--- config.mk ---
export PLATFORM = sky130hd
export DESIGN_NAME = ltc_ctrl
export DESIGN_NICKNAME = d
export VERILOG_FILES = /design/src/rtl/core/ltc_pkg.sv /design/src/rtl/core/ltc_ctrl.sv
export SDC_FILE = /design/constraint.sdc
export NUM_CORES = 1
export LEC_CHECK = 0
export ABC_AREA = 1
export BUFFER_PORTS_ARGS = -buffer_cell sky130_fd_sc_hd__buf_2
export CAP_MARGIN = 0
export CORE_MARGIN = 2
export CORE_UTILIZATION = 40
export DETAILED_ROUTE_END_ITERATION = 10
export GPL_TIMING_DRIVEN = 1
export PLACE_DENSITY = 0.71
export SYNTH_ARGS = -nofsm -noshare
export SYNTH_HDL_FRONTEND = slang
export SYNTH_SLANG_ARGS = --single-unit
--- constraint.sdc ---
create_clock -name clk -period 2.3 [get_ports clk]
set_input_delay 0 -clock clk [delete_from_list [all_inputs] [get_ports clk]]
set_output_delay 0 -clock clk [all_outputs]
set_load 0.01 [all_outputs]
--- src/rtl/core/ltc_pkg.sv ---
package ltc_pkg;

    localparam int FUNC_W        = 2;
    localparam int NODE_FIELD_W  = 6;
    localparam int LABEL_FIELD_W = 26;
    localparam int MASK_OUT_W    = 26;
    localparam int CFG_W         = 7;

    localparam logic [CFG_W-1:0] NODE_COUNT_RST = 7'd64;

    typedef enum logic [FUNC_W-1:0] {
        FUNC_CLEAR = 2'd0,
        FUNC_ADD   = 2'd1,
        FUNC_CLOSE = 2'd2,
        FUNC_QUERY = 2'd3
    } ltc_func_t;

    typedef enum logic [2:0] {
        ST_IDLE,
        ST_DECODE,
        ST_ADD_WR,
        ST_K_READ,
        ST_I_LOOP,
        ST_I_LAST,
        ST_FINISH
    } ltc_state_t;

    typedef struct packed {
        logic load_item;
        logic clear;
        logic rd_en;
        logic rd_src;
        logic wr_add;
        logic wr_close;
        logic load_rowk;
        logic out_load;
    } ltc_cmd_t;

    typedef struct packed {
        ltc_func_t func;
        logic      in_range;
    } ltc_status_t;

endpackage

--- src/rtl/core/ltc_ctrl.sv ---
module ltc_ctrl #(
    parameter int MAX_NODES = 64,
    parameter int NODE_W    = 6,
    parameter int CNT_W     = 7
) (
    input  logic                     clk,
    input  logic                     rst_n,
    input  logic                     in_valid,
    output logic                     in_ready,
    input  logic                     cfg_valid,
    output logic                     cfg_ready,
    input  logic [ltc_pkg::CFG_W-1:0] cfg_data,
    output logic                     out_valid,
    input  logic                     out_ready,
    input  ltc_pkg::ltc_status_t     status,
    output ltc_pkg::ltc_cmd_t        cmd,
    output logic [NODE_W-1:0]        row_idx,
    output logic [NODE_W-1:0]        k_idx,
    output logic [CNT_W-1:0]         n_lim
);
    import ltc_pkg::*;

    localparam int NC_W = (CFG_W > CNT_W) ? CFG_W : CNT_W;

    ltc_state_t       state_reg, state_next;
    logic [NODE_W-1:0] k_reg, k_next;
    logic [NODE_W-1:0] i_reg, i_next;
    logic             out_valid_reg, out_valid_next;
    logic [CFG_W-1:0] nc_reg;
    logic [NC_W-1:0]  nc_ext;
    logic [CNT_W-1:0] n_m1;
    logic             slot_free;

    // The closure never walks beyond the table, whatever the register holds.
    assign nc_ext = NC_W'(nc_reg);
    assign n_lim  = (nc_ext > NC_W'(MAX_NODES)) ? CNT_W'(MAX_NODES) : nc_ext[CNT_W-1:0];
    assign n_m1   = n_lim - 1'b1;

    assign cfg_ready = 1'b1;
    assign out_valid = out_valid_reg;
    assign k_idx     = k_reg;
    assign slot_free = !out_valid_reg || out_ready;

    always_ff @(posedge clk or negedge rst_n)
    begin
        if (!rst_n)
        begin
            state_reg     <= ST_IDLE;
            k_reg         <= '0;
            i_reg         <= '0;
            out_valid_reg <= 1'b0;
            nc_reg        <= NODE_COUNT_RST;
        end
        else
        begin
            state_reg     <= state_next;
            k_reg         <= k_next;
            i_reg         <= i_next;
            out_valid_reg <= out_valid_next;
            if (cfg_valid)
            begin
                nc_reg <= cfg_data;
            end
        end
    end

    always_comb
    begin
        state_next = state_reg;
        k_next     = k_reg;
        i_next     = i_reg;
        cmd        = '0;
        row_idx    = i_reg;
        in_ready   = 1'b0;

        case (state_reg)
            ST_IDLE:
            begin
                in_ready = 1'b1;
                if (in_valid)
                begin
                    cmd.load_item = 1'b1;
                    state_next    = ST_DECODE;
                end
            end
            ST_DECODE:
            begin
                case (status.func)
                    FUNC_CLEAR:
                    begin
                        cmd.clear  = 1'b1;
                        state_next = ST_FINISH;
                    end
                    FUNC_ADD:
                    begin
                        cmd.rd_en  = status.in_range;
                        cmd.rd_src = 1'b1;
                        state_next = status.in_range ? ST_ADD_WR : ST_FINISH;
                    end
                    FUNC_CLOSE:
                    begin
                        k_next     = '0;
                        state_next = (n_lim == '0) ? ST_FINISH : ST_K_READ;
                    end
                    FUNC_QUERY:
                    begin
                        cmd.rd_en  = status.in_range;
                        cmd.rd_src = 1'b1;
                        state_next = ST_FINISH;
                    end
                    default:
                    begin
                        state_next = ST_FINISH;
                    end
                endcase
            end
            ST_ADD_WR:
            begin
                cmd.wr_add = 1'b1;
                state_next = ST_FINISH;
            end
            ST_K_READ:
            begin
                cmd.rd_en  = 1'b1;
                row_idx    = k_reg;
                i_next     = '0;
                state_next = ST_I_LOOP;
            end
            ST_I_LOOP:
            begin
                // Row i is read while row i-1, read in the cycle before, is written back.
                cmd.rd_en     = 1'b1;
                cmd.load_rowk = (i_reg == '0);
                cmd.wr_close  = (i_reg != '0);
                if (CNT_W'(i_reg) == n_m1)
                begin
                    state_next = ST_I_LAST;
                end
                else
                begin
                    i_next = i_reg + 1'b1;
                end
            end
            ST_I_LAST:
            begin
                cmd.wr_close = 1'b1;
                if (CNT_W'(k_reg) == n_m1)
                begin
                    state_next = ST_FINISH;
                end
                else
                begin
                    k_next     = k_reg + 1'b1;
                    state_next = ST_K_READ;
                end
            end
            ST_FINISH:
            begin
                if (slot_free)
                begin
                    cmd.out_load = 1'b1;
                    state_next   = ST_IDLE;
                end
            end
            default:
            begin
                state_next = ST_IDLE;
            end
        endcase

        if (cmd.out_load)
        begin
            out_valid_next = 1'b1;
        end
        else if (out_ready)
        begin
            out_valid_next = 1'b0;
        end
        else
        begin
            out_valid_next = out_valid_reg;
        end
    end

endmodule

==> summary.txt <==
Timing
  • Fin Clk Skew: 0.00247 ns
  • Slew headroom: 48.7%
  • Hold Slack: 0.0527 ns
  • Final setup vio count: 10
  • Pins Over Slew Limit: 0
  • Setup Total Neg Slack: -0.188 ns
  • Fmax: 428 MHz
  • Final worst-path cycle share: 102%
  • Final worst setup slack: -0.0345 ns
  • RSZ-0062 raised after global routing: true
  • Min Tclk post-route: 2.33 ns
  • Final hold vios: 0
  • Worst slew pin tran: 0.767 ns

Cells and area
  • ANT cells: 0
  • Final core occ: 57.8%
  • FILL cells: 426
  • Design Area, Final: 0.00255 mm²
  • NumNets Final: 374
  • Max reg flops: 7
  • Area growth syn-to-layout: 36.7%
  • Layout cells sized above 1: 31.5%

Worst setup path
  • Flop-to-flop setup slack: -0.03 ns
  • Worst Setup Start Kind: flop
  • CP required: 2.46 ns
  • Reg2reg path depth: 17
  • Arr. time, crit path: 2.49 ns
  • Critical R2R Launch: nc_ext[0]$_DFFE_PN0P_
  • CP Class: flop to flop
  • Capturing point of the worst reg2reg path: k_idx[2]$_DFFE_PN0P_
  • Worst Path Max Fanout: 8
  • Worst Setup End Kind: flop

Floorplanning
  • Starting Density: 42.3%
  • Core box area: 0.00441 mm²
  • Die Width: 72.3 µm
  • Die height: 72.3 µm
  • Row Count: 24
  • IO Count: 45
  • Die area: 0.00523 mm²

Outcome
  • Outcome: finished, violations left
  • Failing checks: negative setup slack

Placement
  • IO buf count: 43
  • Global placement routability congestion: 0.839
  • DP HPWL: 3960 µm
  • Placed cell areas: 0.00225 mm²
  • Dpl ws: -0.138 ns

Global route
  • Initial antenna violation count: 0
  • Vias in the first global route: 1,896
  • First-pass GRT wire length: 8340 µm
  • Tot GR Track Use: 19.9%
  • Total gr overflow: 0
  • Largest net degree at the start of global routing: 24

Routing
  • Drt pass-1 iters: 4
  • Post-route DRC violation count: 0
  • DR WL/cell: 12.6 µm
  • Drt total wl: 5040 µm
  • ANT nets after route: 0
  • Vias: 2,005
  • DRT iter0 DRCs: 114
  • Via density per instance: 5.00

Synthesis
  • Synth warnings: 0
  • Synthesized area: 0.00187 mm²
  • Most area-consuming cells after synthesis: dfrtp_1, nand2_1, nand3_1
  • Commonest cells in the netlist: nand2_1, inv_1, nand3_1
  • Most used DFF post-synth: dfrtp_1
  • Unique masters post-synth: 27
  • Mean post-synth cell area: 6.71 µm²
  • Area leader, netlist: dfrtp_1
  • Post-synth EDFFs: 0
  • Seq cells post-synth: 23
  • Synth Net Count: 302
  • Synthesized instance count: 278
  • Cell with the most instances after synthesis: nand2_1
  • Post-synth ARST share: 100%
  • Sequential area share after synthesis: 30.9%
  • Share of the synthesized area in the top cell type: 29.5%

Clock tree
  • Total CTS buffers: 3
  • CTS Buffer Depth: 2
  • Sink Count: 23
  • Root Buffer: clkbuf_8
  • CTS tree: yes
  • Clk_lat worst skew: 0.27 ns
  • Worst-path clk slew: 0.08 ns
  • Htree depth: 1

Power
  • Leakage power: 1.30 nW
  • PwrDens: 766 mW/mm²
  • Worst vdd ir: 0.000684 V

Worst hold path
  • Min-Delay Path Class: input pin to flop
  • Worst Hold End: nc_ext[6]$_DFFE_PN1P_
  • Hold_sp: cfg_valid
  • WHS Path Cells: 3

Flow run
  • Max Cap Viol: 0
-- worst max-delay path by stage --
stage	from	end	slack [ns]
floorplan	nc_ext[3]$_DFFE_PN0P_	k_idx[4]$_DFFE_PN0P_	-0.06
global placement	nc_ext[1]$_DFFE_PN0P_	k_idx[2]$_DFFE_PN0P_	0.0005
detailed placement	nc_ext[1]$_DFFE_PN0P_	k_idx[2]$_DFFE_PN0P_	-0.14
CTS	nc_ext[3]$_DFFE_PN0P_	k_idx[1]$_DFFE_PN0P_	-0.05
global route	nc_ext[3]$_DFFE_PN0P_	state_reg[2]$_DFFE_PN0P_	-0.22
finish	nc_ext[0]$_DFFE_PN0P_	k_idx[2]$_DFFE_PN0P_	-0.03
-- area by class of cell --
cell class | instances | area, µm² | share of cell area [%]
well taps | 52 | 65.1 | 2.55
repair buffers | 73 | 463 | 18.2
clock inverters | 1 | 5.00 | 0.196
inverters | 47 | 181 | 7.11
multi-input cells | 202 | 1220 | 47.7
flip-flops and latches | 23 | 577 | 22.6
clock buffers | 3 | 41.3 | 1.62
-- cell families (layout without fill, tap and decap cells) --
family,after synthesis,in the layout,synth area share (%)
flip-flops,23,23,30.9
other,1,1,0.201
XOR/XNOR,6,6,2.82
buffers and inverters,53,124,11.5
AO/OA/AOI/OAI,37,37,10.8
AND/OR/NAND/NOR,148,148,37.2
multiplexers,1,1,0.604
adder cells (fa/ha/maj),9,9,6.04
-- through the flow --
stage	instances	power (mW)
floorplan	278	1.24
global placement	380	1.55
detailed placement	380	1.56
CTS	398	1.85
global route	401	2.13
finish	401	1.95
-- critical path, stage by stage (launching register included) --
cell and delay [ns]:
dfrtp_1 0.41, nor2_4 0.15, nand3_4 0.09, nand2_4 0.09, inv_6 0.04, nor2_4 0.11, inv_2 0.06, ha_4 0.28
xor2_2 0.13, nand2_1 0.07, nor2_1 0.11, nand3_1 0.09, nor2_2 0.16, nand2_2 0.09, nand2_4 0.11, nand2_8 0.09
nand3_2 0.06, o21ai_1 0.07
-- power breakdown --
group / internal, mW / switching [mW] / total (mW)
clock: 0.121 / 0.134 / 0.255
sequential: 0.483 / 0.0917 / 0.574
combinational: 0.431 / 0.693 / 1.12
total: 1.03 / 0.918 / 1.95
-- routing by layer --
layer	up-vias	share of wire [%]	global-route usage [%]
met3	6	6.0	3.89
met1	903	42	25.8
met4	0	0.65	3.77
li1	1030	-	-
met5	-	0	0
met2	66	51	34.7
-- layout by cell type, fill, tap and decap left out, drive strengths merged --
master and instances:
a21oi 7, buf 64, clkbuf 3, clkinv 1, conb 1, dfrtp 22
dfstp 1, dlygate4sd3 9, ha 9, inv 47, mux2 1, nand2 61
nand3 41, nand3b 1, nand4 2, nor2 36, nor3 7, o211ai 1
o21ai 28, o21bai 1, xor2 6
-- what timing repair did --
item,4_1_cts,5_1_grt
setup endpoints to repair,13,14
buffers inserted,5,3
resized for setup,2,18
pin swaps,2,2
hold buffers,9,0
endpoints found under the hold margin,30,0
No activity file was read; power rests on OpenSTA's default activity.
